$ cat src/hdl/cc20_pkg.sv
// shared types, constants and round functions of the chacha20 keystream xor block
// no dependencies; imported by every module under hdl
`timescale 1ns / 1ps

package cc20_pkg;

	localparam int WORD_W          = 32;
	localparam int KEY_REG_W       = 64;
	localparam int NUM_KEY_REGS    = 4;
	localparam int NUM_WORDS       = 16;
	localparam int POS_W           = $clog2(NUM_WORDS);
	localparam int NUM_ROUNDS      = 20;
	localparam int RND_W           = $clog2(NUM_ROUNDS);
	localparam int CNT_W           = 3;
	localparam int CFG_IDX_W       = 3;
	localparam int QUEUE_DEPTH_DEF = 4;
	localparam logic [WORD_W-1:0] INIT_CTR_RST = 32'd1;

	// "expand 32-byte k"
	localparam logic [WORD_W-1:0] SIGMA_0 = 32'h6170_7865;
	localparam logic [WORD_W-1:0] SIGMA_1 = 32'h3320_646e;
	localparam logic [WORD_W-1:0] SIGMA_2 = 32'h7962_2d32;
	localparam logic [WORD_W-1:0] SIGMA_3 = 32'h6b20_6574;

	localparam logic [CNT_W-1:0] CNT_ONE   = 3'd1;
	localparam logic [CNT_W-1:0] CNT_TWO   = 3'd2;
	localparam logic [CNT_W-1:0] CNT_THREE = 3'd3;
	localparam logic [CNT_W-1:0] CNT_FOUR  = 3'd4;

	typedef enum logic [CFG_IDX_W-1:0] {
		REG_KEY0,
		REG_KEY1,
		REG_KEY2,
		REG_KEY3,
		REG_NONCE_LO,
		REG_NONCE_HI,
		REG_INIT_CTR
	} cfg_reg_t;

	typedef enum logic [1:0] {
		ST_IDLE,
		ST_ROUND,
		ST_FINAL,
		ST_READY
	} back_state_t;

	typedef logic [NUM_WORDS-1:0][WORD_W-1:0] block_t;

	typedef struct packed {
		logic [WORD_W-1:0] data_in;
		logic [CNT_W-1:0]  byte_count;
		logic              last;
	} in_item_t;

	typedef struct packed {
		logic [WORD_W-1:0] data_out;
		logic [CNT_W-1:0]  out_byte_count;
		logic              out_last;
	} out_item_t;

	typedef struct packed {
		logic [NUM_KEY_REGS-1:0][KEY_REG_W-1:0] key;
		logic [KEY_REG_W-1:0]                   nonce_low;
		logic [WORD_W-1:0]                      nonce_high;
	} key_cfg_t;

	// classified request as it sits in the queue
	typedef struct packed {
		logic [WORD_W-1:0] data;
		logic [CNT_W-1:0]  count;
		logic              last;
		logic [POS_W-1:0]  pos;
		logic              need_blk;
		logic [WORD_W-1:0] blk_ctr;
	} q_item_t;

	typedef struct packed {
		logic gen_busy;
		logic deq;
	} back_status_t;

	function automatic logic [WORD_W-1:0] rotl(input logic [WORD_W-1:0] v, input int unsigned n);
		return (v << n) | (v >> (WORD_W - n));
	endfunction

	// q[0..3] = a, b, c, d
	function automatic logic [3:0][WORD_W-1:0] quarter(input logic [3:0][WORD_W-1:0] q);
		logic [WORD_W-1:0] a, b, c, d;
		a = q[0];
		b = q[1];
		c = q[2];
		d = q[3];
		a = a + b; d = rotl(d ^ a, 16);
		c = c + d; b = rotl(b ^ c, 12);
		a = a + b; d = rotl(d ^ a, 8);
		c = c + d; b = rotl(b ^ c, 7);
		return {d, c, b, a};
	endfunction

	// one column round, or one diagonal round when diag is set
	function automatic block_t half_round(input block_t x, input logic diag);
		block_t                  y;
		logic [3:0][WORD_W-1:0]  q;
		logic [POS_W-1:0]        ia, ib, ic, id;
		y = x;
		for (int i = 0; i < 4; i++) begin
			ia = POS_W'(i);
			ib = diag ? POS_W'(4 + ((i + 1) & 3)) : POS_W'(4 + i);
			ic = diag ? POS_W'(8 + ((i + 2) & 3)) : POS_W'(8 + i);
			id = diag ? POS_W'(12 + ((i + 3) & 3)) : POS_W'(12 + i);
			q = quarter({x[id], x[ic], x[ib], x[ia]});
			y[ia] = q[0];
			y[ib] = q[1];
			y[ic] = q[2];
			y[id] = q[3];
		end
		return y;
	endfunction

	function automatic block_t init_block(input key_cfg_t c, input logic [WORD_W-1:0] ctr);
		block_t s;
		s[0] = SIGMA_0;
		s[1] = SIGMA_1;
		s[2] = SIGMA_2;
		s[3] = SIGMA_3;
		for (int i = 0; i < NUM_KEY_REGS; i++) begin
			s[4 + 2 * i]     = c.key[i][WORD_W-1:0];
			s[4 + 2 * i + 1] = c.key[i][KEY_REG_W-1:WORD_W];
		end
		s[12] = ctr;
		s[13] = c.nonce_low[WORD_W-1:0];
		s[14] = c.nonce_low[KEY_REG_W-1:WORD_W];
		s[15] = c.nonce_high;
		return s;
	endfunction

endpackage

$ cat src/hdl/cc20_front.sv
// front end: configuration registers, request classification, block counter and word position
// depends on cc20_pkg
`timescale 1ns / 1ps

module cc20_front import cc20_pkg::*; (
	input  logic                 clk,
	input  logic                 arst_n,
	input  logic                 cfg_valid,
	input  logic [CFG_IDX_W-1:0] cfg_index,
	input  logic [KEY_REG_W-1:0] cfg_data,
	input  logic                 push,
	input  logic                 full,
	input  in_item_t             item,
	output logic                 enq,
	output q_item_t              q_wr,
	output key_cfg_t             key_cfg
);

	key_cfg_t          key_cfg_q;
	logic [WORD_W-1:0] init_ctr_q;
	logic [WORD_W-1:0] ctr_q;
	logic [POS_W-1:0]  pos_q;
	logic [CNT_W-1:0]  count;

	assign enq     = push && !full;
	assign key_cfg = key_cfg_q;

	// clamp the byte count to one..four
	always_comb begin
		case (item.byte_count) inside
			3'd0:          count = CNT_ONE;
			[3'd1 : 3'd4]: count = item.byte_count;
			default:       count = CNT_FOUR;
		endcase
	end

	always_comb begin
		q_wr.data     = item.data_in;
		q_wr.count    = count;
		q_wr.last     = item.last;
		q_wr.pos      = pos_q;
		q_wr.need_blk = (pos_q == '0);
		q_wr.blk_ctr  = ctr_q;
	end

	always_ff @(posedge clk or negedge arst_n) begin
		if (!arst_n) begin
			key_cfg_q  <= '0;
			init_ctr_q <= INIT_CTR_RST;
			ctr_q      <= INIT_CTR_RST;
			pos_q      <= '0;
		end else if (cfg_valid) begin
			case (cfg_reg_t'(cfg_index))
				REG_KEY0:     key_cfg_q.key[0]    <= cfg_data;
				REG_KEY1:     key_cfg_q.key[1]    <= cfg_data;
				REG_KEY2:     key_cfg_q.key[2]    <= cfg_data;
				REG_KEY3:     key_cfg_q.key[3]    <= cfg_data;
				REG_NONCE_LO: key_cfg_q.nonce_low <= cfg_data;
				REG_NONCE_HI: key_cfg_q.nonce_high <= cfg_data[WORD_W-1:0];
				REG_INIT_CTR: begin
					init_ctr_q <= cfg_data[WORD_W-1:0];
					ctr_q      <= cfg_data[WORD_W-1:0];
				end
				default: ;
			endcase
		end else if (enq) begin
			if (item.last) begin
				pos_q <= '0;
				ctr_q <= init_ctr_q;
			end else begin
				pos_q <= pos_q + 1'b1;
				if (pos_q == '0) begin
					ctr_q <= ctr_q + 1'b1;
				end
			end
		end
	end

endmodule

$ cat config.mk
export PLATFORM = sky130hd
export DESIGN_NAME = cc20_front
export DESIGN_NICKNAME = d
export VERILOG_FILES = /design/src/hdl/cc20_pkg.sv /design/src/hdl/cc20_front.sv
export SDC_FILE = /design/constraint.sdc
export NUM_CORES = 1
export LEC_CHECK = 0
export ABC_AREA = 1
export BUFFER_PORTS_ARGS = -buffer_cell sky130_fd_sc_hd__clkbuf_2
export CORE_MARGIN = 2
export CORE_UTILIZATION = 40
export DETAILED_ROUTE_END_ITERATION = 10
export GPL_TIMING_DRIVEN = 0
export PLACE_DENSITY_LB_ADDON = 0.25
export SLEW_MARGIN = 20
export SYNTH_ARGS = -nofsm -noshare
export SYNTH_HDL_FRONTEND = slang
export SYNTH_SLANG_ARGS = --single-unit
$ cat constraint.sdc
create_clock -name clk -period 5 [get_ports clk]
set_clock_uncertainty 0.05 [all_clocks]
set_input_delay 0.5 -clock clk [delete_from_list [all_inputs] [get_ports clk]]
set_output_delay 0.5 -clock clk [all_outputs]
set_load 0.005 [all_outputs]
# ---- Word-level counts from Yosys, hierarchy flattened
# Index checks and enable logic that the tools add are counted.
dict set report totals {
  ff_bits 420
  word_cells 46
}
dict set report classes {
  add_sub_neg 2
  n_lt_le_gt_ge 2
  eq_ne 7
  muxes 8
  bitwise_logic 1
  reduce_logical 17
}
# cell n
set op_table {}
lappend op_table {{32-bit 2-to-1 mux} 5}
lappend op_table {{32-bit by 1-bit adder with 32-bit output (second input constant)} 1}
lappend op_table {{2-bit AND reduction} 8}
lappend op_table {{3-bit == test (second input constant)} 3}
lappend op_table {{3-bit by 2-bit == test with 1-bit output (second input constant)} 2}
lappend op_table {{3-bit logical NOT} 2}
lappend op_table {{3-bit 2-to-1 mux} 2}
lappend op_table {{4-bit by 1-bit adder with 4-bit output (second input constant)} 1}
lappend op_table {{4-bit logical NOT} 1}
lappend op_table {{4-bit 2-to-1 mux} 1}
lappend op_table {{3-bit by 1-bit == test with 1-bit output (second input constant)} 1}
lappend op_table {{3-bit by 1-bit >= comparator with 1-bit output (second input constant)} 1}
lappend op_table {{3-bit less-or-equal comparator (second input constant)} 1}
lappend op_table {{3-bit AND reduction} 1}
lappend op_table {{3-bit nonzero test} 1}
lappend op_table {{1-bit logical AND} 2}
lappend op_table {{2-bit by 1-bit != test with 1-bit output (second input constant)} 1}
lappend op_table {{2-bit nonzero test} 1}
lappend op_table {{1-bit logical NOT} 1}
lappend op_table {{1-bit inverter} 1}

# ---- Logic depth before layout (Yosys ltp)
# Gate-level depths: netlist of the first run.
dict set report depth {
  depth_word 5
  mapped_depth 10
  mapped_depth_nobuf 10
}

# ---- Least setup slack after synthesis of the first run
# No wires, ideal clock.
dict set report synth_timing {
  path_kind {flip-flop to flip-flop}
  start {reg ctr_q[0]}
  end {reg ctr_q[24]}
  setup_ps 122
  arrival_ps 1484
  setup_slack_ps 3344
  stages_incl_launch_ff 11
  n_path_buf 0
  path_cell_list {dfstp_2 -> ha_1 -> nand2_2 -> nor2_4 -> nand2_2 -> nor2_4 -> nand2_1 -> nand2_1 -> nand3_1 -> nand2_1 -> a21oi_1}
}
dict set report synth_between {
  elab_chain_len 5
}
# element line_no
set synth_rtl {}
lappend synth_rtl {{start, declared} cc20_front.sv:21} ;# logic [WORD_W-1:0] ctr_q;
lappend synth_rtl {{start signal, assigned} cc20_front.sv:62} ;# ctr_q <= cfg_data[WORD_W-1:0];
lappend synth_rtl {{start signal, assigned} cc20_front.sv:69} ;# ctr_q <= init_ctr_q;
lappend synth_rtl {{start signal, assigned} cc20_front.sv:73} ;# ctr_q <= ctr_q + 1'b1;
lappend synth_rtl {{32-bit by 1-bit adder with 32-bit output} cc20_front.sv:73}
lappend synth_rtl {{32-bit 2-to-1 mux} cc20_front.sv:72} ;# if (pos_q == '0) begin
lappend synth_rtl {{32-bit 2-to-1 mux} cc20_front.sv:67} ;# if (item.last) begin
lappend synth_rtl {{32-bit 2-to-1 mux} cc20_front.sv:66} ;# end else if (enq) begin
lappend synth_rtl {{32-bit 2-to-1 mux} cc20_front.sv:52} ;# end else if (cfg_valid) begin
# No other way between the ends. The select of a mux whose other input is x is not followed.
# A chain may end at the register's enable or synchronous reset.

==> impl_metrics.toml, run 1 <==
[status]
outcome = "finished, final reports clean"

[worst_setup_path]
path_common_cell = "inv_1"
end_kind = "output port"
cp_slowest_cell = "dfrtp_1"
required_ps = 4450
path_buf_inv = 3
path_cells = "inv_1 > ha_1 > nand3_1 > inv_1 > clkbuf_2"
arrival_ps = 1560
critPathMaxStageDelay_ps = 410
crit_type = "reg2out"
worstSetupStartpoint = "pos_q[0]"
r2r-start = "ctr_q[0]"
cp_max_fo = 4
cp.depth = 5
startpoint_type = "register"
r2r_cells = 10
crit_family = "flip-flops"

[logic_synthesis]
synth.largest_area_cell = "dfrtp_1"
synth-compound-area-share_pct = 14.0
syn_nets = 1961
synth-simple-area-share_pct = 16.5
yosys_warnings = 0
avgSynthCellArea_um2 = 9.11
synth-seq-cells = 420
synth_top_area_share_pct = 62.1
yosysSeqAreaShare_pct = 62.4
muxShareOfSynthArea_pct = 0
synth_area_leaders = "dfrtp_1 (62%), nand2_1 (12%), o21ai_0 (11%)"
yosys.area_share.adder_pct = 0.223
synth_cell_type_count = 28
synth_xor_area_share_pct = 0.416
synth_top_family_by_area = "simple AND/OR/NAND/NOR gates"
syn_area_um2 = 16900
synth_cells = 1850

[floorplan]
die_y_um = 209
num_rows = 75
core_area_um2 = 41800
initial_core_util_pct = 40.4
fp.dieW_um = 209
ios = 534
die_area_um2 = 43800

[routing]
totalWireLength_um = 59500
first_iter_violations = 989
drc = 0
drt-pass1-iter-count = 5
vias_per_cell = 5.10
wl_per_cell_um = 20.0
drtAntennaViolNets = 0
dr_total_vias = 15200

[layout]
fin_cells = 2977
final_cell_mix = "nand2_1 (539), clkbuf_2 (498), dfrtp_1 (418)"
nets = 2513
drive_gt1_share_pct = 27.5
area_growth_pct = 29.5
nFillCells = 3950
layout_commonest_cell = "nand2_1"
final_core_util_pct = 52.2

[placed_design]
preCtsSetupSlack_ps = 2650
port_buffers = 499
placed_cells = 2893
hpwlAfterDp_um = 44600
gp_congestion = 0.932

[clock_network]
insertion_delay_ps = 570
cts_repair_resize_count = 0
ctsHtreeMaxLevel = 2
clk_path_buf_depth = 3
post_cts_buffers = 0
path_clk_slew_ps = 60
cts_buffers = 45
cts_root_buffer = "clkbuf_16"
cts_tree = "yes"
clock-sinks = 420

[global_route]
track_usage_pct = 27.1
first_global_vias = 15100
grt_remaining_overflow = 0
antenna_found_initial = 0
grt_pass1_wl_um = 90600
grt_max_degree = 86

[power]
total_power_mw = 10.2
power_density_nw_per_um2 = 467
cellLeakagePower_nw = 11.5
vdd_drop_max_mv = 0.263

[sta]
finalCritPeriodShare_pct = 42.2
fin_ws_ps = 2890
setup_tns_ps = 0
maxSlewHeadroom_pct = 54.0
fmax_mhz = 474
setup_violations = 0
maxSlewViolCount = 0
fin_crit_ps = 2110
worst_slew_pin_slew_ps = 690
finalHoldViolCount = 0
rsz0062_at_grt = "false"

[min_path]
min_from = "cfg_data[1]"
hold-path-cell-count = 3
hold_class = "in2reg"

[flow_run]
drv_cap = 0
sequential cells by signal, indices dropped and copies added (netlist names):
signal and flops:
key_cfg 352, ctr_q 32, init_ctr_q 32, pos_q 4
metrics by stage:
stage,hold slack [ps],cell area (µm²)
CTS,128,21800
floorplan,154,16900
global placement,415,20000
finish,151,21800
global route,147,21800
detailed placement,387,20200
logic make-up after synthesis:
kind of cell,Yosys count
AO/OA/AOI/OAI,466
XOR/XNOR,8
adder cells (fa/ha/maj),3
buffers and inverters,246
flip-flops,420
AND/OR/NAND/NOR,707
per-layer routing:
| layer | global-route usage, % | up-vias | wire [µm] |
|---|---|---|---|
| met3 | 6.19 | 129 | 4640 |
| met5 | 0 | - | 0 |
| met1 | 34.4 | 7419 | 24100 |
| met2 | 44.8 | 608 | 28300 |
| li1 | - | 7020 | - |
| met4 | 11.5 | 0 | 2480 |
worst min-delay path, stage by stage:
cell      delay (ps)
clkbuf_2         100
o211ai_1          80
nand2_1           50
synth_stat cells:
master and n:
nand2_2 7, nand2_1 539, a22oi_1 6, inv_1 104, o21ai_1 20, a31oi_1 2
a21oi_1 52, buf_1 6, nor2_1 107, xor2_1 6, dfstp_2 2, xnor2_1 2
o21bai_1 2, nor2_4 5, clkbuf_1 65, dfrtp_1 418, o22ai_1 1, nor3_1 1
nand3_1 41, inv_2 5, buf_2 33, ha_1 3, o21ai_0 380, a211oi_1 1
buf_4 33, nand4_1 1, nor2_2 6, o211ai_1 2
report_power, final:
group / leakage (nW) / switching [mW] / internal (mW) / total [mW]
registers: 5.25 / 0.486 / 4.07 / 4.55
clock network: 0.800 / 1.41 / 2.27 / 3.67
logic: 5.44 / 1.14 / 0.834 / 1.97
final cells by class:
type / instances / area (µm²) / area share, %
diodes: 1 / 2.50 / 0.0115
plain buffers: 137 / 679 / 3.11
clock buffers: 66 / 1340 / 6.12
clock inverters: 16 / 298 / 1.37
inverters: 109 / 409 / 1.88
multi-input cells: 1184 / 5250 / 24.1
flip-flops and latches: 420 / 10500 / 48.2
well taps: 539 / 674 / 3.09
repair buffers: 505 / 2650 / 12.2
final timing paths:
| kind | to | slack, ps |
|---|---|---|
| max | q_wr[32] | 2890 |
| min | ctr_q[1] | 150 |
| max reg2reg | ctr_q[10] | 2920 |
| min in group asynchronous | ctr_q[1] | 360 |
| max in group asynchronous | key_cfg[348] | 3000 |
| min reg2reg | key_cfg[16] | 430 |
timing repair:
| action | 4_1_cts | 5_1_grt |
|---|---|---|
| hold endpoints to repair | 37 | 0 |
| hold buffers | 1 | 0 |
| endpoints found under the setup margin | 0 | 0 |
Power figures use the tool's default switching activity.
==> run 2: changes to the inputs <==
- clock period: 5 -> 2 ns (I/O delays scaled with it)
==> run 2 against run 1 <==
  * First-iteration DRC count is 6.3% higher
  * Register-to-register slack worse by 2900 ps
  * Total power grew to 2.5 times the previous value
  * Largest power group unchanged
==> impl_metrics.toml, run 2 (synthesis results as in run 1) <==
[status]
outcome = "finished, final reports clean"

[global_route]
antenna_found_initial = 0
first_global_vias = 15400
grt_remaining_overflow = 0
grt_pass1_wl_um = 91500
track_usage_pct = 27.3
grt_max_degree = 86

[clock_network]
insertion_delay_ps = 570
cts_root_buffer = "clkbuf_16"
path_clk_slew_ps = 60
cts_tree = "yes"
clk_path_buf_depth = 3
ctsHtreeMaxLevel = 2
clock-sinks = 420
cts_buffers = 45

[routing]
totalWireLength_um = 60200
dr_total_vias = 15400
drtAntennaViolNets = 0
first_iter_violations = 1051
drc = 0
drt-pass1-iter-count = 5
wl_per_cell_um = 19.8
vias_per_cell = 5.07

[placed_design]
port_buffers = 499
hpwlAfterDp_um = 44600
gp_congestion = 0.932
preCtsSetupSlack_ps = -46.7

[floorplan]
ios = 534
die_area_um2 = 43800
initial_core_util_pct = 40.4
fp.dieW_um = 209
die_y_um = 209
core_area_um2 = 41800
num_rows = 75

[flow_run]
drv_cap = 0

[worst_setup_path]
path_common_cell = "nand2_1"
end_kind = "register"
r2r_slack_ps = 60
required_ps = 2400
critPathMaxStageDelay_ps = 600
startpoint_type = "register"
crit_type = "reg2reg"
path_cells = "ha_4 > nand2_2 > nor2_4 > nand2_4 > nor2_4 > a21oi_1 > o21ai_0 > nand2_1 > nand2_1 > nand2_1"
crit_family = "simple AND/OR/NAND/NOR gates"
path_buf_inv = 0
cp_slowest_cell = "dfstp_2"
cp_max_fo = 5
arrival_ps = 2340

[layout]
area_growth_pct = 33.0
drive_gt1_share_pct = 27.0
multi_input_area_um2 = 5280
nFillCells = 3875
nets = 2570
final_cell_mix = "nand2_1 (538), clkbuf_2 (498), dfrtp_1 (418)"
seq_area_um2 = 10500
layout_commonest_cell = "nand2_1"
final_core_util_pct = 53.7
largest_reg_flops = 352

[sta]
finalHoldViolCount = 0
finalCritPeriodShare_pct = 96.8
whs_ps = 36.4
maxSlewHeadroom_pct = 54.5
fin_crit_ps = 1940
worst_slew_pin_slew_ps = 682
fmax_mhz = 517
maxSlewViolCount = 0
setup_tns_ps = 0
setup_violations = 0
fin_ws_ps = 64.0

[power]
power_density_nw_per_um2 = 1140
cellLeakagePower_nw = 11.7
vdd_drop_max_mv = 0.653

[min_path]
hold_class = "in2reg"
run 2: cell count changes in the layout (fill, tap and decap cells not counted):
| cell | before | now |
|---|---|---|
| nor2_1 | 107 | 106 |
| dlygate4sd3_1 | 1 | 56 |
| nor2_4 | 5 | 7 |
| buf_4 | 33 | 35 |
| nor2_2 | 6 | 5 |
| nand2_1 | 539 | 538 |
| nand2_4 | 0 | 1 |
| ha_1 | 3 | 2 |
| ha_4 | 0 | 1 |
run 2: area by class of cell:
cell class,instances,area share [%]
sequential,420,46.9
clock buffer,66,5.96
clock inverter,16,1.33
tap,539,3.01
inverter,109,1.83
multi-input combinational,1184,23.6
buffer,137,3.03
antenna,1,0.0112
timing repair buffer,562,14.4
run 2: routing by layer:
layer  routed length [µm]  GRT usage [%]  vias to the layer above
met4                 2410           11.3                        0
li1                     -              -                     7130
met3                 4610           6.25                      121
met2                28900           45.6                      628
met5                    0              0                        -
met1                24200           34.4                     7501
run 2: per-stage QoR:
step                power, mW  cells  instance area (µm²)
floorplan                13.4   1850                16900
global placement         16.2   2888                20000
detailed placement       16.4   2893                20200
CTS                      25.7   3031                22400
global route             26.9   3033                22400
finish                   25.6   3034                22400
run 2: report_power, final:
part,switching (mW),internal (mW)
Sequential,1.22,10.2
Clock,3.52,5.67
Combinational,2.88,2.17
run 2: worst paths after layout:
| kind | cells after the start | start | endpoint |
|---|---|---|---|
| setup / recovery | 10 | ctr_q[0] | ctr_q[10] |
| hold / removal | 5 | item[0] | ctr_q[31] |
| setup reg to reg | 10 | ctr_q[0] | ctr_q[10] |
| hold reg to reg | 2 | key_cfg[16] | key_cfg[16] |
| max in group asynchronous | 5 | arst_n | key_cfg[348] |
| min in group asynchronous | 2 | arst_n | ctr_q[1] |
run 2: timing repair:
| item | CTS | global route |
|---|---|---|
| endpoints found under the hold margin | 299 | 0 |
| pin swaps | 0 | 2 |
| hold buffers | 56 | 0 |
| setup endpoints to repair | 1 | 10 |
| setup buffers | 0 | 2 |
| resized for setup | 1 | 6 |
run 2: tightest hold or removal path: cells and delay by family:
family,cells,cell delay (ps)
simple gates,3,150
buf+inv,1,180
compound gates,1,90
==> run 3: changes to the inputs <==
- BUFFER_PORTS_ARGS: -buffer_cell sky130_fd_sc_hd__clkbuf_2 -> unset
- DONT_BUFFER_PORTS: unset -> 1
- REMOVE_ABC_BUFFERS: unset -> 1
==> run 3 against run 2 <==
  * The flow now finishes with violations (hold timing, slew limit)
  * Sequential power is 5% higher
  * Utilization decreased by 6.8 points
  * Total power decreased by 8.3%
  * Global-route usage shrank 4.4 points
  * Worst setup slack got worse by 3.5 ps
  * Clock power shrank 2.9%
  * Sequential share of layout area is 6.9 points higher
  * Final cell count shrank 20%
  * Final area fell by 13%
  * Critical endpoint is now ctr_q[26]
  * Highest routed layer is now met5
==> impl_metrics.toml, run 3 (synthesis results as in run 1) <==
[status]
outcome = "finished, violations left"
violations = "hold timing, slew limit"

[floorplan]
core_area_um2 = 41800
fp.dieW_um = 209
ios = 534
die_area_um2 = 43800
die_y_um = 209
num_rows = 75
initial_core_util_pct = 40.4

[power]
p_seq_share_pct = 51.1
cellLeakagePower_nw = 9.41
internal_power_mw = 16.7
comb_power_share_pct = 11.0
vdd_drop_max_mv = 0.654
power_density_nw_per_um2 = 1200
switchingPower_mw = 6.75
pwr-share-clk_pct = 37.9
swShare_pct = 28.7

[clock_network]
path_clk_slew_ps = 60
insertion_delay_ps = 570
ctsHtreeMaxLevel = 2
clk_path_buf_depth = 3
cts_root_buffer = "clkbuf_16"
clock-sinks = 420
cts_hold_buf = 70
cts_tree = "yes"
cts_buffers = 45

[worst_setup_path]
end_kind = "register"
path_cells = "ha_4 > nand2_4 > nor2_4 > nand2_4 > nor2_4 > nand2_1 > nand2_1 > nand3_1 > nand2_1 > a21oi_1"
path_buf_inv = 0
required_ps = 2390
arrival_ps = 2330
startpoint_type = "register"
cp_max_fo = 5
crit_type = "reg2reg"
path_common_cell = "nand2_1"
crit_family = "simple AND/OR/NAND/NOR gates"
cp_slowest_cell = "dfstp_2"
critPathMaxStageDelay_ps = 620

[layout]
area_growth_pct = 16.1
final_core_util_pct = 46.8
nets = 1955
largest_reg_flops = 352
final_cell_mix = "nand2_1 (531), dfrtp_1 (416), o21ai_0 (379)"
drive_gt1_share_pct = 6.93
layout_commonest_cell = "nand2_1"

[sta]
finalCritPeriodShare_pct = 97.0
setup_violations = 0
finalHoldViolCount = 420
maxSlewHeadroom_pct = -36.9
fmax_mhz = 516
maxSlewViolCount = 203
whs_ps = -731
rsz0062_at_grt = "true"
fin_crit_ps = 1940
worst_slew_pin_slew_ps = 2050

[routing]
drt-pass1-iter-count = 5
dr_total_vias = 12700
wl_per_cell_um = 20.8
first_iter_violations = 945
drtAntennaViolNets = 0
drc = 0
vias_per_cell = 5.26
totalWireLength_um = 50200

[global_route]
grt_max_degree = 421
first_global_vias = 12800
grt_remaining_overflow = 0
track_usage_pct = 22.9
antenna_found_initial = 4
grt_pass1_wl_um = 78200

[placed_design]
hpwlAfterDp_um = 33400
port_buffers = 0
gp_congestion = 0.825

[flow_run]
drv_cap = 0

[min_path]
hold_class = "in2async"
[run 3: cell types whose count changed in the layout (fill, tap and decap cells not counted), sizes merged]
cell	previous run	this run
clkinv	4	3
nand2	546	548
buf	79	13
bufinv	8	7
clkbuf	630	66
diode	1	3
clkinvlp	1	2
dlygate4sd3	56	69
inv	112	111
[run 3: routing by layer]
metal | vias to the layer above | wire, µm | track usage (%) | part of all wire, %
met3 | 87 | 6140 | 10.6 | 12
met2 | 557 | 22600 | 35.2 | 45
met4 | 4 | 1330 | 7.88 | 2.6
li1 | 5912 | - | - | -
met5 | - | 95 | 1.78 | 0.19
met1 | 6170 | 20100 | 28.4 | 40
[run 3: path summary, 6_finish.rpt]
check                               start              to  slack [ps]  cells after the start
min in group clk              cfg_data[5]   init_ctr_q[5]          10                      2
max in group asynchronous          arst_n      key_cfg[6]         990                      0
min                                arst_n    key_cfg[224]        -730                      0
min reg2reg                init_ctr_q[28]  init_ctr_q[28]         430                      2
max reg2reg                      ctr_q[0]       ctr_q[26]          60                     10
max                              ctr_q[0]       ctr_q[26]          60                     10
[run 3: cell type report]
cell class	count	area (µm²)
fillers	3933	22200
flip-flops and latches	420	10500
multi-input cells	1186	5420
clock buffers	66	1330
repair buffers	82	941
well taps	539	674
inverters	109	412
clock inverters	14	258
diodes	3	7.51
[run 3: timing repair]
action | in CTS | in global routing
pin swaps | 2 | 5
endpoints found under the hold margin | 829 | 420
gates cloned | 2 | 0
gates resized for setup | 6 | 20
buffers inserted | 0 | 5
setup endpoints to repair | 32 | 26
[run 3: power by group through the flow]
| stage | registers (mW) | logic (mW) | clock network (mW) |
|---|---|---|---|
| 2_1_floorplan | 11.4 | 1.88 | 0 |
| 3_3_place_gp | 12.1 | 2.23 | 0 |
| 3_5_place_dp | 12.1 | 2.37 | 0 |
| 4_1_cts | 12.0 | 2.56 | 9.12 |
| 5_1_grt | 12.2 | 3.07 | 9.44 |
| 6_report | 12.0 | 2.58 | 8.91 |
[run 3: through the flow]
stage          total power [mW]  cells  worst slack, ps  instance area (µm²)  setup TNS [ps]
6_report                   23.5   2419             60.5                19600               0
5_1_grt                    24.7   2418            -68.8                19600            -219
4_1_cts                    23.7   2411             9.71                19400               0
3_5_place_dp               14.5   2259             -688                17100          -16210
3_3_place_gp               14.4   2252            -3270                16800         -793260
2_1_floorplan              13.3   1713            -1090                16200         -198730
