[config.mk]
export PLATFORM = sky130hd
export DESIGN_NAME = cc20_queue
export DESIGN_NICKNAME = d
export VERILOG_FILES = /design/src/hdl/cc20_pkg.sv /design/src/hdl/cc20_queue.sv
export SDC_FILE = /design/constraint.sdc
export NUM_CORES = 1
export LEC_CHECK = 0
export BUFFER_PORTS_ARGS = -buffer_cell sky130_fd_sc_hd__buf_2
export CAP_MARGIN = 20
export CORE_MARGIN = 5
export CORE_UTILIZATION = 45
export CTS_CLUSTER_DIAMETER = 40
export DETAILED_ROUTE_END_ITERATION = 7
export SLEW_MARGIN = 20
export SYNTH_ARGS = -nofsm -noshare
export SYNTH_HDL_FRONTEND = slang
export SYNTH_SLANG_ARGS = --single-unit
[constraint.sdc]
create_clock -name clk -period 3.5 [get_ports clk]
set_input_delay 0.175 -clock clk [delete_from_list [all_inputs] [get_ports clk]]
set_output_delay 0.175 -clock clk [all_outputs]
set_load 0.01 [all_outputs]
[src/hdl/cc20_pkg.sv]
// shared types, constants and round functions of the chacha20 keystream xor block
// no dependencies; imported by every module under hdl
`timescale 1ns / 1ps

package cc20_pkg;

	localparam int WORD_W          = 32;
	localparam int KEY_REG_W       = 64;
	localparam int NUM_KEY_REGS    = 4;
	localparam int NUM_WORDS       = 16;
	localparam int POS_W           = $clog2(NUM_WORDS);
	localparam int NUM_ROUNDS      = 20;
	localparam int RND_W           = $clog2(NUM_ROUNDS);
	localparam int CNT_W           = 3;
	localparam int CFG_IDX_W       = 3;
	localparam int QUEUE_DEPTH_DEF = 4;
	localparam logic [WORD_W-1:0] INIT_CTR_RST = 32'd1;

	// "expand 32-byte k"
	localparam logic [WORD_W-1:0] SIGMA_0 = 32'h6170_7865;
	localparam logic [WORD_W-1:0] SIGMA_1 = 32'h3320_646e;
	localparam logic [WORD_W-1:0] SIGMA_2 = 32'h7962_2d32;
	localparam logic [WORD_W-1:0] SIGMA_3 = 32'h6b20_6574;

	localparam logic [CNT_W-1:0] CNT_ONE   = 3'd1;
	localparam logic [CNT_W-1:0] CNT_TWO   = 3'd2;
	localparam logic [CNT_W-1:0] CNT_THREE = 3'd3;
	localparam logic [CNT_W-1:0] CNT_FOUR  = 3'd4;

	typedef enum logic [CFG_IDX_W-1:0] {
		REG_KEY0,
		REG_KEY1,
		REG_KEY2,
		REG_KEY3,
		REG_NONCE_LO,
		REG_NONCE_HI,
		REG_INIT_CTR
	} cfg_reg_t;

	typedef enum logic [1:0] {
		ST_IDLE,
		ST_ROUND,
		ST_FINAL,
		ST_READY
	} back_state_t;

	typedef logic [NUM_WORDS-1:0][WORD_W-1:0] block_t;

	typedef struct packed {
		logic [WORD_W-1:0] data_in;
		logic [CNT_W-1:0]  byte_count;
		logic              last;
	} in_item_t;

	typedef struct packed {
		logic [WORD_W-1:0] data_out;
		logic [CNT_W-1:0]  out_byte_count;
		logic              out_last;
	} out_item_t;

	typedef struct packed {
		logic [NUM_KEY_REGS-1:0][KEY_REG_W-1:0] key;
		logic [KEY_REG_W-1:0]                   nonce_low;
		logic [WORD_W-1:0]                      nonce_high;
	} key_cfg_t;

	// classified request as it sits in the queue
	typedef struct packed {
		logic [WORD_W-1:0] data;
		logic [CNT_W-1:0]  count;
		logic              last;
		logic [POS_W-1:0]  pos;
		logic              need_blk;
		logic [WORD_W-1:0] blk_ctr;
	} q_item_t;

	typedef struct packed {
		logic gen_busy;
		logic deq;
	} back_status_t;

	function automatic logic [WORD_W-1:0] rotl(input logic [WORD_W-1:0] v, input int unsigned n);
		return (v << n) | (v >> (WORD_W - n));
	endfunction

	// q[0..3] = a, b, c, d
	function automatic logic [3:0][WORD_W-1:0] quarter(input logic [3:0][WORD_W-1:0] q);
		logic [WORD_W-1:0] a, b, c, d;
		a = q[0];
		b = q[1];
		c = q[2];
		d = q[3];
		a = a + b; d = rotl(d ^ a, 16);
		c = c + d; b = rotl(b ^ c, 12);
		a = a + b; d = rotl(d ^ a, 8);
		c = c + d; b = rotl(b ^ c, 7);
		return {d, c, b, a};
	endfunction

	// one column round, or one diagonal round when diag is set
	function automatic block_t half_round(input block_t x, input logic diag);
		block_t                  y;
		logic [3:0][WORD_W-1:0]  q;
		logic [POS_W-1:0]        ia, ib, ic, id;
		y = x;
		for (int i = 0; i < 4; i++) begin
			ia = POS_W'(i);
			ib = diag ? POS_W'(4 + ((i + 1) & 3)) : POS_W'(4 + i);
			ic = diag ? POS_W'(8 + ((i + 2) & 3)) : POS_W'(8 + i);
			id = diag ? POS_W'(12 + ((i + 3) & 3)) : POS_W'(12 + i);
			q = quarter({x[id], x[ic], x[ib], x[ia]});
			y[ia] = q[0];
			y[ib] = q[1];
			y[ic] = q[2];
			y[id] = q[3];
		end
		return y;
	endfunction

	function automatic block_t init_block(input key_cfg_t c, input logic [WORD_W-1:0] ctr);
		block_t s;
		s[0] = SIGMA_0;
		s[1] = SIGMA_1;
		s[2] = SIGMA_2;
		s[3] = SIGMA_3;
		for (int i = 0; i < NUM_KEY_REGS; i++) begin
			s[4 + 2 * i]     = c.key[i][WORD_W-1:0];
			s[4 + 2 * i + 1] = c.key[i][KEY_REG_W-1:WORD_W];
		end
		s[12] = ctr;
		s[13] = c.nonce_low[WORD_W-1:0];
		s[14] = c.nonce_low[KEY_REG_W-1:WORD_W];
		s[15] = c.nonce_high;
		return s;
	endfunction

endpackage

[src/hdl/cc20_queue.sv]
// short request queue between front and back end
// depends on cc20_pkg
`timescale 1ns / 1ps

module cc20_queue import cc20_pkg::*; #(
	parameter int DEPTH = QUEUE_DEPTH_DEF
) (
	input  logic    clk,
	input  logic    arst_n,
	input  logic    wr_en,
	input  q_item_t wr_item,
	input  logic    rd_en,
	output q_item_t rd_item,
	output logic    not_empty,
	output logic    full
);

	localparam int PTR_W = $clog2(DEPTH);
	localparam int LVL_W = $clog2(DEPTH + 1);
	localparam logic [PTR_W-1:0] PTR_LAST = PTR_W'(DEPTH - 1);
	localparam logic [LVL_W-1:0] LVL_FULL = LVL_W'(DEPTH);

	q_item_t           entries_q [DEPTH];
	logic [PTR_W-1:0]  wr_ptr_q, rd_ptr_q;
	logic [LVL_W-1:0]  level_q;

	assign rd_item   = entries_q[rd_ptr_q];
	assign not_empty = (level_q != '0);
	assign full      = (level_q == LVL_FULL);

	always_ff @(posedge clk) begin
		if (wr_en) begin
			entries_q[wr_ptr_q] <= wr_item;
		end
	end

	always_ff @(posedge clk or negedge arst_n) begin
		if (!arst_n) begin
			wr_ptr_q <= '0;
			rd_ptr_q <= '0;
			level_q  <= '0;
		end else begin
			if (wr_en) begin
				wr_ptr_q <= (wr_ptr_q == PTR_LAST) ? '0 : wr_ptr_q + 1'b1;
			end
			if (rd_en) begin
				rd_ptr_q <= (rd_ptr_q == PTR_LAST) ? '0 : rd_ptr_q + 1'b1;
			end
			if (wr_en && !rd_en) begin
				level_q <= level_q + 1'b1;
			end else if (rd_en && !wr_en) begin
				level_q <= level_q - 1'b1;
			end
		end
	end

endmodule

## Word-level counts from Yosys, hierarchy flattened

Memory sizes are Yosys's and may differ from the RTL's.
Index checks and enable logic that the tools add are counted.

| storage, ports and cells | value |
|---|---|
| flip-flop bits (word level) | 7 |
| bits in latches | 0 |
| RAM bits | 292 |
| memory bits (read-only) | 0 |
| input port bits | 77 |
| output and inout port bits | 75 |
| memories | 1 |

| cells by class | value |
|---|---|
| add/sub/neg operators | 4 |
| multipliers | 0 |
| div/mod/pow operators | 0 |
| order comparisons | 0 |
| equality and inequality tests | 3 |
| shift operators | 0 |
| multiplexer cells | 6 |
| bitwise logic cells | 0 |
| reductions and logical operators | 6 |

Memory list:

| name | words | bits a word | read ports | clocked after memory_dff | wr ports | line | RTL |
|---|---|---|---|---|---|---|---|
| entries_q | 4 | 73 | 1 | 0 | 1 | cc20_queue.sv:23 | `q_item_t entries_q [DEPTH];` |

Operators with widths:

| operator | count |
|---|---|
| $mux 3 | 2 |
| $add 2x1->2 const B | 2 |
| $eq 2x2->1 const B | 2 |
| $mux 2 | 2 |
| $add 3x1->3 const B | 1 |
| $eq 3x3->1 const B | 1 |
| $reduce_bool 3->1 | 1 |
| $sub 3x1->3 const B | 1 |
| $logic_and 1x1->1 | 2 |
| $logic_not 1->1 | 2 |
| $mux 1 | 2 |
| $reduce_bool 2->1 | 1 |

## Longest topological paths before layout

Gate-level depths: netlist of run 1.

| logic depth | value |
|---|---|
| word-level depth | 4 |
| depth in mapped cells | 7 |
| mapped depth without buffers | 7 |

## Least setup slack after synthesis of run 1

No wires, ideal clock.

| timing path | value |
|---|---|
| kind | reg-to-reg |
| start | reg wr_ptr_q[0] |
| end | mem entries_q[0][0] (netlist bit) (enable) |
| library setup time | 439 ps |
| arrival time | 2330 ps |
| data required time | 3061 ps |
| slack | 731 ps |
| cell stages (with the launch flop) | 4 |
| buffers on the path | 0 |
| period minus slack after synthesis | 2769 ps |
| cell sequence | dfrtp_1 inv_1 ha_1 and2_1 |

RTL lines:

| element | line | RTL |
|---|---|---|
| start, declared | cc20_queue.sv:24 | `logic [PTR_W-1:0] wr_ptr_q, rd_ptr_q;` |
| start signal, assigned | cc20_queue.sv:44 | `wr_ptr_q <= (wr_ptr_q == PTR_LAST) ? '0 : wr_ptr_q + 1'b1;` |
| end, declared | cc20_queue.sv:23 |  |

No word-level cell before the write port.

==> results.tsv, run 1 <==
stage	metric	value	unit
cells_and_area	ANT cells	0	
die	DIE HEIGHT	166.0	um
power_and_ir_drop	Leak	0.004874	uW
timing	Final WS setup	847.4	ps
timing	Final period util	75.79	%
detailed_routing	Remaining DRCs	0	
critical_path	CP Buf/Inv Count	2	
synth	synthesis-stage register bit count	299	
power_and_ir_drop	Pint	8227	uW
timing	Max Clk Rate	377.0	MHz
power_and_ir_drop	P_sw	3138	uW
job	max_cap viols	0	
die	Cell Rows	57	
detailed_routing	1st-pass router iterations	4	
placed_design	DP Worst Slack	1248	ps
detailed_routing	Top Metal Used	met5	
detailed_routing	1st-iter DRT viols	397	
worst_hold_path	worst min-delay path category	input pin to async pin	
power_and_ir_drop	register share of total power	43.5	%
synth	Post-Syn Instances	418	
timing	Min Hold Slack	38.94	ps
critical_path	slowest cell on the critical path	dfrtp_4	
critical_path	Startpoint Class	flop	
placed_design	dpl hpwl	12.09	mm
placed_design	Port Buffers	151	
power_and_ir_drop	Combinational Power Share	25.2	%
synth	post-synthesis mux area share	15.33	%
synth	synthesized net count	502	
critical_path	top fanout value on the critical path	28	
timing	setup TNS	0	ps
cells_and_area	layout cells sized above 1	42.11	%
critical_path	Setup crit end kind	output port	
synth	simple-gate share of the synthesized area	0.5258	%
die	Boundary Pins	152	
power_and_ir_drop	sw frac	27.61	%
critical_path	R2R setup slack	1550	ps
cells_and_area	Syn-to-layout area delta	28.49	%
critical_path	CP cell instances	buf_4, mux4_2, buf_2	
placed_design	gp weighted congestion	0.6978	
critical_path	worst endpoint required time	3320	ps
die	Chip Width	166.0	um
global_route	first-pass GRT wire length	32.76	mm
timing	Max Clock Skew	12.48	ps
cts	CTS buffer count	37	
cts	CTS max path bufs	3	
timing	final setup fails	0	
detailed_routing	mean number of vias per cell	5.084	
synth	synth unique cells	19	
cts	clock tree root buffer cell	clkbuf_16	
power_and_ir_drop	pwr dens	808.0	nW/um2
timing	min Tclk post-route	2653	ps
cts	CTS tree	done	
synth	fraction of the mapped netlist area in adder cells	0.8687	%
cts	H-tree Lvls	2	
timing	Final Hold Vio Count	0	
detailed_routing	Via Count	5221	
power_and_ir_drop	Worst VDD drop	571.9	uV
detailed_routing	WL met2	10.54	mm
critical_path	delay-heaviest family, CP	flip-flops	
synth	Yosys warnings	0	
synth	Synth Area in Compound Gates	0.09144	%
global_route	vias in the first global route	5815	
detailed_routing	post-route ant nets	0	
outcome	outcome	finished, final reports clean	
detailed_routing	DR WL/cell	20.13	um
synth	Seq/Total Area, Yosys	81.70	%
synth	cell area after synthesis	10950	um2
cts	Worst-Skew Late Latency	490	ps
synth	syn_area_per_cell	26.19	um2
global_route	largest net degree at the start of global routing	51	
die	Starting Density	45.41	%
global_route	initial antenna violation count	1	
cts	clock sink count	299	
detailed_routing	met1 WL	8.681	mm
critical_path	Data arrival, critical path	2480	ps
cts	Reg clk slew, reported paths	50	ps
power_and_ir_drop	Clock power frac	31.3	%
timing	Pins Over Slew Limit	0	
critical_path	critical path type	flop to output port	
die	Core Box Area	24110	um2
detailed_routing	WL met3	1.032	mm
timing	Slew @ Worst Pin	826.5	ps
detailed_routing	Detailed Route WL	20.67	mm
die	die area	27550	um2
cts	PostCTS Resize Cnt	0	
global_route	total grt overflow	0	
synth	Post-Synth XOR/XNOR Area	0.2400	%
timing	RSZ-0062 raised after global routing	no	
global_route	Total GRT Usage	15.16	%
timing	max_slew headroom	44.90	%
cells_and_area	layout net count	759	
synth	main combinational cell family by area after synthesis	multiplexers	
critical_path	worst stage delay on the critical path	800	ps
## sequential cells by signal (all words and copies together) (netlist names)
signal,flops
rd_ptr_q,2
wr_ptr_q,2
level_q,3
entries_q,292
## stage by stage
step           cell area [um2]  total power [uW]  utilization, %  cells
4_1_cts                  14070             11570           58.35   1027
6_report                 14070             11370           58.35   1027
5_1_grt                  14070             11940           58.35   1027
2_1_floorplan            10950              6811               -    418
3_3_place_gp             12110              7843           50.24    883
3_5_place_dp             12130              7928           50.33    884
## synthesized netlist by cell type
cell / instances / share of area [%]
mux2_2: 3 / 0.31
o21ai_0: 2 / 0.091
buf_2: 7 / 0.32
buf_6: 6 / 0.62
or3_1: 1 / 0.057
buf_4: 2 / 0.14
edfxtp_1: 292 / 80
xnor2_1: 1 / 0.080
xor2_1: 2 / 0.16
and2_1: 4 / 0.23
mux4_2: 73 / 15
nor2_1: 3 / 0.10
nand2_1: 2 / 0.069
ha_1: 6 / 0.69
fa_1: 1 / 0.18
nor3b_1: 1 / 0.069
clkbuf_1: 1 / 0.034
dfrtp_1: 7 / 1.6
inv_1: 4 / 0.14
## layer usage
layer,vias up,GRT usage (%)
met5,-,0
met4,2,4.232
met3,35,3.785
met2,141,25.55
met1,2723,19.88
li1,2320,-
## worst reg2reg max path, cell delays in order, from the launching register on
cell	delay, ps
dfrtp_1	410
inv_1	110
ha_1	140
and2_4	670
buf_12	300
## cell type report
type                       instances  area (um2)
multi-input combinational         99        1877
clock buffer                      43       948.4
clock inverter                    24       225.2
fill                            1803       10040
inverter                           4       15.01
sequential                       299        8951
tap                              324       405.4
timing repair buffer             234        1644
## cell families (layout without fill, tap and decap cells)
family | after synthesis | in the layout
buffers and inverters | 20 | 305
AO/OA/AOI/OAI | 2 | 2
flip-flops | 299 | 299
adder cells (fa/ha/maj) | 7 | 7
AND/OR/NAND/NOR | 11 | 11
XOR/XNOR | 3 | 3
multiplexers | 76 | 76
## placed cells by master, fill, tap and decap left out, types with 4 or more instances in the layout
master         instances
clkinv_2               5
clkbuf_1               6
dlygate4sd3_1         76
clkinvlp_4             6
mux4_2                73
buf_12                 6
ha_1                   6
buf_2                151
inv_1                  4
and2_4                 4
clkbuf_16             37
edfxtp_1             292
dfrtp_1                5
clkinv_1               5
## repair_timing
| item | CTS | global route |
|---|---|---|
| hold buffers | 76 | 0 |
| endpoints found under the hold margin | 303 | 0 |
| endpoints found under the setup margin | 0 | 0 |
| setup buffers | 0 | 0 |
## power by group through the flow
stage               sequential (uW)  clock (uW)  combinational, uW
floorplan                      4800           0               2010
finish                         4950        3560               2860
CTS                            4980        3630               2960
global route                   5030        3810               3110
global placement               5090           0               2760
detailed placement             5050           0               2880
## path summary, 6_finish.rpt
check                       startpoint               end  cells after the start
min in group clk           wr_item[55]  entries_q[0][55]                      2
setup reg to reg           wr_ptr_q[0]  entries_q[2][68]                      4
setup / recovery           rd_ptr_q[0]       rd_item[40]                      3
hold reg to reg             level_q[2]        level_q[2]                      1
max in group asynchronous       arst_n       rd_ptr_q[1]                      2
hold / removal                  arst_n        level_q[2]                      2
Power figures use the tool's default switching activity.
==> run 2: changes to the inputs <==
==> constraint.sdc (replaced) <==
create_clock -name clk -period 2.8 [get_ports clk]
set_input_delay 0.14 -clock clk [delete_from_list [all_inputs] [get_ports clk]]
set_output_delay 0.14 -clock clk [all_outputs]
set_load 0.01 [all_outputs]
==> run 2 against run 1 <==
Flip-flop and latch count stayed put. Worst setup slack worse by 460 ps. Core utilization is 0.88 points higher. Combinational power is 27% higher. First-iteration DRC count is 21% lower. Wire length is 0.32% lower. Sequential share of layout area is 0.95 points lower. Die area stayed put. Hold slack better by 350 ps. Clock skew hardly changed. Total power is 30% higher. Final cell count is 0.58% higher. Critical path type unchanged.
==> results.tsv, run 2 (synthesized netlist as in run 1, its figures left out) <==
stage	metric	value	unit
critical_path	FF-to-FF Start	wr_ptr_q[0]	
detailed_routing	1st-pass router iterations	4	
detailed_routing	Remaining DRCs	0	
cells_and_area	most frequent cells in the layout	edfxtp_1 (292), buf_2 (151), dlygate4sd3_1 (77), mux4_2 (73), clkbuf_16 (41)	
detailed_routing	DR WL/cell	19.95	um
placed_design	placed insts	887	
placed_design	placed cell areas	12170	um2
timing	Slew @ Worst Pin	865.3	ps
critical_path	Setup crit end kind	output port	
detailed_routing	post-route ant nets	0	
detailed_routing	Via Count	5168	
global_route	largest net degree at the start of global routing	58	
cells_and_area	layout net count	765	
detailed_routing	Detailed Route WL	20.60	mm
global_route	first-pass GRT wire length	33.13	mm
cells_and_area	Multi-input gate area	1877	um2
global_route	total grt overflow	0	
timing	RSZ-0062 raised after global routing	no	
job	max_cap viols	0	
cells_and_area	ANT cells	0	
detailed_routing	WL met2	10.15	mm
cts	CTS max path bufs	3	
die	Core Box Area	24110	um2
timing	Final Hold Vio Count	0	
cells_and_area	Fill cells	1778	
cts	Worst-Skew Late Latency	510	ps
critical_path	CP cell instances	buf_12, mux4_2, buf_2	
power_and_ir_drop	total power	14790	uW
cells_and_area	Top Registers	entries_q x292, level_q x3	
cells_and_area	cell area after layout	14280	um2
critical_path	Startpoint Class	flop	
die	Boundary Pins	152	
cts	CTS buffer count	39	
timing	Final period util	86.15	%
cells_and_area	Syn-to-layout area delta	30.44	%
critical_path	top fanout value on the critical path	34	
detailed_routing	1st-iter DRT viols	313	
timing	setup TNS	0	ps
placed_design	dpl hpwl	12.26	mm
critical_path	R2R setup slack	980	ps
cts	clock tree root buffer cell	clkbuf_16	
timing	Pins Over Slew Limit	0	
cells_and_area	FF/Latch Area	8951	um2
die	Cell Rows	57	
cts	clock sink count	299	
critical_path	reg2reg path depth	4	
critical_path	reg-to-reg endpoint	entries_q[2][70]	
timing	final setup fails	0	
timing	Max Clock Skew	12.16	ps
power_and_ir_drop	Leak	0.004985	uW
cells_and_area	Final Instance Count excl. Fillers	1033	
global_route	initial antenna violation count	1	
die	die area	27550	um2
detailed_routing	met1 WL	8.986	mm
worst_hold_path	worst min-delay path category	input pin to flop	
worst_hold_path	hold path depth	2	
critical_path	Data arrival, critical path	2270	ps
worst_hold_path	Hold Startpoint	wr_item[31]	
timing	min Tclk post-route	2412	ps
cells_and_area	most common cell after layout, fill and taps aside	edfxtp_1	
global_route	vias in the first global route	5770	
cts	H-tree Lvls	2	
detailed_routing	WL met3	1.078	mm
die	Chip Width	166.0	um
cts	Post-CTS Setup Bufs	0	
cts	PostCTS Resize Cnt	0	
global_route	Total GRT Usage	15.28	%
detailed_routing	Top Metal Used	met5	
cells_and_area	max reg flops	292	
critical_path	worst endpoint required time	2660	ps
detailed_routing	mean number of vias per cell	5.003	
power_and_ir_drop	Worst VDD drop	728.3	uV
critical_path	slowest cell on the critical path	dfrtp_4	
die	DIE HEIGHT	166.0	um
power_and_ir_drop	pwr dens	1036	nW/um2
critical_path	critical path type	flop to output port	
placed_design	gp weighted congestion	0.6960	
critical_path	worst stage delay on the critical path	660	ps
timing	max_slew headroom	42.32	%
timing	Max Clk Rate	414.6	MHz
worst_hold_path	hold endpoint	entries_q[1][31]	
cts	Reg clk slew, reported paths	60	ps
placed_design	Port Buffers	151	
cts	CTS tree	done	
cells_and_area	layout cells sized above 1	43.72	%
cells_and_area	Biggest register	entries_q	
outcome	outcome	finished, final reports clean	
die	Starting Density	45.41	%
[run 2: layout make-up]
cell class / instances / share of cell area, %
Sequential cell: 299 / 62.69
Multi-Input combinational cell: 99 / 13.14
Timing Repair Buffer: 238 / 11.83
Clock buffer: 42 / 7.212
Tap cell: 324 / 2.839
Clock inverter: 27 / 2.182
Inverter: 4 / 0.1052
[run 2: per-stage QoR]
step           hold slack, ps  utilization (%)  setup WS [ps]
2_1_floorplan          -155.6                -          30.85
3_3_place_gp           -10.44            50.47          850.6
3_5_place_dp           -5.845            50.47          863.1
4_1_cts                 365.3            59.23          321.7
5_1_grt                 377.1            59.23          238.6
6_report                387.5            59.23          387.8
[run 2: repair_timing]
action,CTS,global route
endpoints found under the hold margin,303,0
hold buffers,77,0
endpoints found under the setup margin,0,0
[run 2: how the worst max path moves through the flow]
| stage | start | end | slack [ps] |
|---|---|---|---|
| floorplan | wr_ptr_q[0] | entries_q[0][0] | 30 |
| global placement | rd_ptr_q[1] | rd_item[61] | 850 |
| detailed placement | rd_ptr_q[0] | rd_item[54] | 860 |
| CTS | rd_ptr_q[0] | rd_item[54] | 320 |
| global route | rd_ptr_q[0] | rd_item[25] | 240 |
| finish | rd_ptr_q[0] | rd_item[54] | 390 |
[run 2: routing by layer]
layer	up-vias	track usage, %
met3	36	4.142
li1	2339	-
met4	2	3.838
met5	-	0
met2	138	24.41
met1	2653	21.26
[run 2: worst max-delay path: cells and delay by family (launching register included)]
family / cells / cell delay [ps]
buffers and inverters: 2 / 490
muxes: 1 / 580
DFF: 1 / 660
[run 2: where the power goes]
group	switching [uW]	internal, uW
Clock	1900	3090
Sequential	421	5740
Combinational	1780	1850
==> run 3: changes to the inputs <==
--- a/config.mk
+++ b/config.mk
@@ -5,6 +5,7 @@
 export SDC_FILE = /design/constraint.sdc
 export NUM_CORES = 1
 export LEC_CHECK = 0
+export ABC_AREA = 1
 export BUFFER_PORTS_ARGS = -buffer_cell sky130_fd_sc_hd__buf_2
 export CAP_MARGIN = 20
 export CORE_MARGIN = 5
==> run 3 against run 2 <==
Flip-flop and latch count unchanged. Worst setup slack gained 81 ps. Register-to-register slack got worse by 30 ps. Fmax grew 3.5%. Design area up 6.2%. Synthesized cell count grew 120%. First-iteration DRC count increased by 2.6%. Sequential power shrank 3.9%. Area after synthesis up 9.9%.
==> results.tsv, run 3 <==
stage	metric	value	unit
outcome	outcome	finished, final reports clean	
timing	setup TNS	0	ps
die	DIE HEIGHT	173.5	um
global_route	total grt overflow	0	
cells_and_area	Syn-to-layout area delta	26.05	%
detailed_routing	post-route ant nets	0	
cells_and_area	layout cells sized above 1	20.22	%
synth	cell area after synthesis	12030	um2
worst_hold_path	hold endpoint	entries_q[1][29]	
critical_path	R2R setup slack	950	ps
synth	Post-Syn Instances	905	
timing	min Tclk post-route	2331	ps
cts	H-tree Lvls	2	
cells_and_area	Biggest register	entries_q	
worst_hold_path	hold path depth	2	
die	Chip Width	173.5	um
power_and_ir_drop	total power	15210	uW
global_route	first-pass GRT wire length	39.14	mm
synth	Seq/Total Area, Yosys	74.34	%
timing	final setup fails	0	
timing	Slew @ Worst Pin	956.7	ps
die	Boundary Pins	152	
synth	cell taking the most area after synthesis	edfxtp_1	
timing	Min Hold Slack	382.5	ps
critical_path	CP Buf/Inv Count	3	
power_and_ir_drop	Worst VDD drop	574.9	uV
synth	EDFF count, synth	292	
critical_path	slowest cell on the critical path	dfrtp_1	
cells_and_area	cell area after layout	15160	um2
power_and_ir_drop	register share of total power	38.9	%
worst_hold_path	worst min-delay path category	input pin to flop	
critical_path	critical path type	flop to output port	
cells_and_area	Top Registers	entries_q x292, level_q x3	
critical_path	CP cell instances	inv_8, buf_12, nand2_1, o211ai_1, nand2_1, buf_2	
detailed_routing	mean number of vias per cell	4.851	
cts	Post-CTS Setup Bufs	0	
global_route	initial antenna violation count	1	
cts	CTS max path bufs	3	
cells_and_area	most frequent cells in the layout	edfxtp_1 (292), nand2_1 (235), inv_1 (153), buf_2 (151), o211ai_1 (146)	
power_and_ir_drop	P_sw	4877	uW
synth	synth unique cells	18	
cts	CTS buffer count	40	
global_route	vias in the first global route	7498	
power_and_ir_drop	Combinational Power Share	28.8	%
power_and_ir_drop	sw frac	32.06	%
cells_and_area	final core utilization	57.87	%
power_and_ir_drop	Clock power frac	32.3	%
cells_and_area	layout net count	1229	
global_route	Total GRT Usage	16.04	%
timing	Final period util	83.25	%
synth	Yosys top cell area share	72.89	%
cts	CTS tree	done	
synth	asr flop ratio synth	2.341	%
cts	Worst-Skew Late Latency	510	ps
detailed_routing	1st-iter DRT viols	321	
job	max_cap viols	0	
cells_and_area	most common cell after layout, fill and taps aside	edfxtp_1	
timing	Pins Over Slew Limit	0	
synth	count leader, synth	edfxtp_1	
critical_path	Data arrival, critical path	2190	ps
critical_path	FF-to-FF Start	wr_ptr_q[0]	
global_route	largest net degree at the start of global routing	99	
detailed_routing	DR WL/cell	16.00	um
cts	clock tree root buffer cell	clkbuf_16	
synth	syn_area_per_cell	13.29	um2
placed_design	Port Buffers	151	
detailed_routing	Remaining DRCs	0	
critical_path	Crit path top cell by count	nand2_1	
synth	Yosys warnings	0	
detailed_routing	1st-pass router iterations	6	
critical_path	reg-to-reg endpoint	entries_q[3][12]	
synth	top cells by count, synth	edfxtp_1 (292), nand2_1 (235), inv_1 (158), o211ai_1 (146), buf_2 (24)	
detailed_routing	Via Count	7340	
critical_path	reg2reg path depth	4	
timing	Max Clk Rate	429.0	MHz
timing	RSZ-0062 raised after global routing	no	
critical_path	Setup crit end kind	output port	
detailed_routing	Detailed Route WL	24.21	mm
synth	synthesized net count	989	
critical_path	top fanout value on the critical path	98	
timing	Max Clock Skew	11.92	ps
cts	Reg clk slew, reported paths	50	ps
synth	Post-synth top flop	edfxtp_1	
cts	clock sink count	299	
placed_design	placed cell areas	13070	um2
cts	# hold bufs at CTS	77	
power_and_ir_drop	pwr dens	1003	nW/um2
timing	max_slew headroom	36.22	%
cells_and_area	Fill cells	2079	
cells_and_area	max reg flops	292	
critical_path	Startpoint Class	flop	
synth	largest cells by area after synthesis	edfxtp_1 (73%), o211ai_1 (9.1%), nand2_1 (7.3%), inv_1 (4.9%), buf_6 (1.6%)	
cts	PostCTS Resize Cnt	0	
die	die area	30100	um2
critical_path	worst endpoint required time	2660	ps
timing	Final Hold Vio Count	0	
placed_design	gp weighted congestion	0.7038	
worst_hold_path	Hold Startpoint	wr_item[29]	
power_and_ir_drop	Pint	10340	uW
critical_path	delay-heaviest family, CP	buffers and inverters	
die	Core Box Area	26210	um2
power_and_ir_drop	Leak	0.006191	uW
placed_design	dpl hpwl	14.05	mm
synth	synthesis-stage register bit count	299	
die	Cell Rows	59	
critical_path	worst stage delay on the critical path	450	ps
die	Starting Density	45.91	%
[run 3: cell types whose count changed after synthesis, sizes merged, moves of 2 or more]
cell,delta
and2,-4
buf,+32
inv,+155
mux2,-3
mux4,-73
nand2,+233
o211ai,+146
o21ai,+2
xor2,-2
[run 3: power by group through the flow]
| stage | registers (uW) | logic [uW] | clock network [uW] |
|---|---|---|---|
| floorplan | 6010 | 2890 | 0 |
| global placement | 5990 | 4350 | 0 |
| detailed placement | 6010 | 4400 | 0 |
| CTS | 5920 | 4490 | 5040 |
| global route | 5980 | 4920 | 5270 |
| finish | 5920 | 4380 | 4920 |
[run 3: through the flow]
stage,cells,setup WS (ps)
final,1513,469.0
after global routing,1513,256.3
after CTS,1512,422.8
after detailed placement,1361,925.3
after global placement,1361,965.0
after floorplan,905,297.2
[run 3: routing by layer]
metal / vias up / track usage (%) / share of wire, %
met3: 44 / 3.730 / 5.2
li1: 3656 / - / -
met2: 156 / 28.26 / 51
met4: 0 / 4.589 / 2.0
met5: - / 0 / 0
met1: 3484 / 19.87 / 42
[run 3: area by class of cell]
type,instances,area [um2],area share (%)
tap,335,419.2,2.764
clock inverter,26,270.3,1.782
timing repair buffer,246,1737,11.45
multi-input combinational,399,2130,14.04
inverter,159,609.3,4.018
antenna,1,2.502,0.01650
clock buffer,48,1052,6.939
sequential,299,8945,58.99
[run 3: worst max-delay path by stage]
stage / startpoint / to / slack (ps) / cells after the start
final: rd_ptr_q[0] / rd_item[25] / 470 / 6
after global routing: rd_ptr_q[0] / rd_item[57] / 260 / 6
after CTS: rd_ptr_q[1] / rd_item[30] / 420 / 5
after global placement: wr_ptr_q[0] / entries_q[3][18] / 970 / 4
after detailed placement: wr_ptr_q[0] / entries_q[3][18] / 930 / 4
after floorplan: wr_ptr_q[0] / entries_q[0][0] / 300 / 4
[run 3: cell families after synthesis]
| kind of cell | synth area share [%] |
|---|---|
| AO/OA/AOI/OAI | 9.277 |
| XOR/XNOR | 0.07282 |
| adder cells (fa/ha/maj) | 0.7904 |
| buffers and inverters | 7.956 |
| flip-flops | 74.34 |
| AND/OR/NAND/NOR | 7.561 |
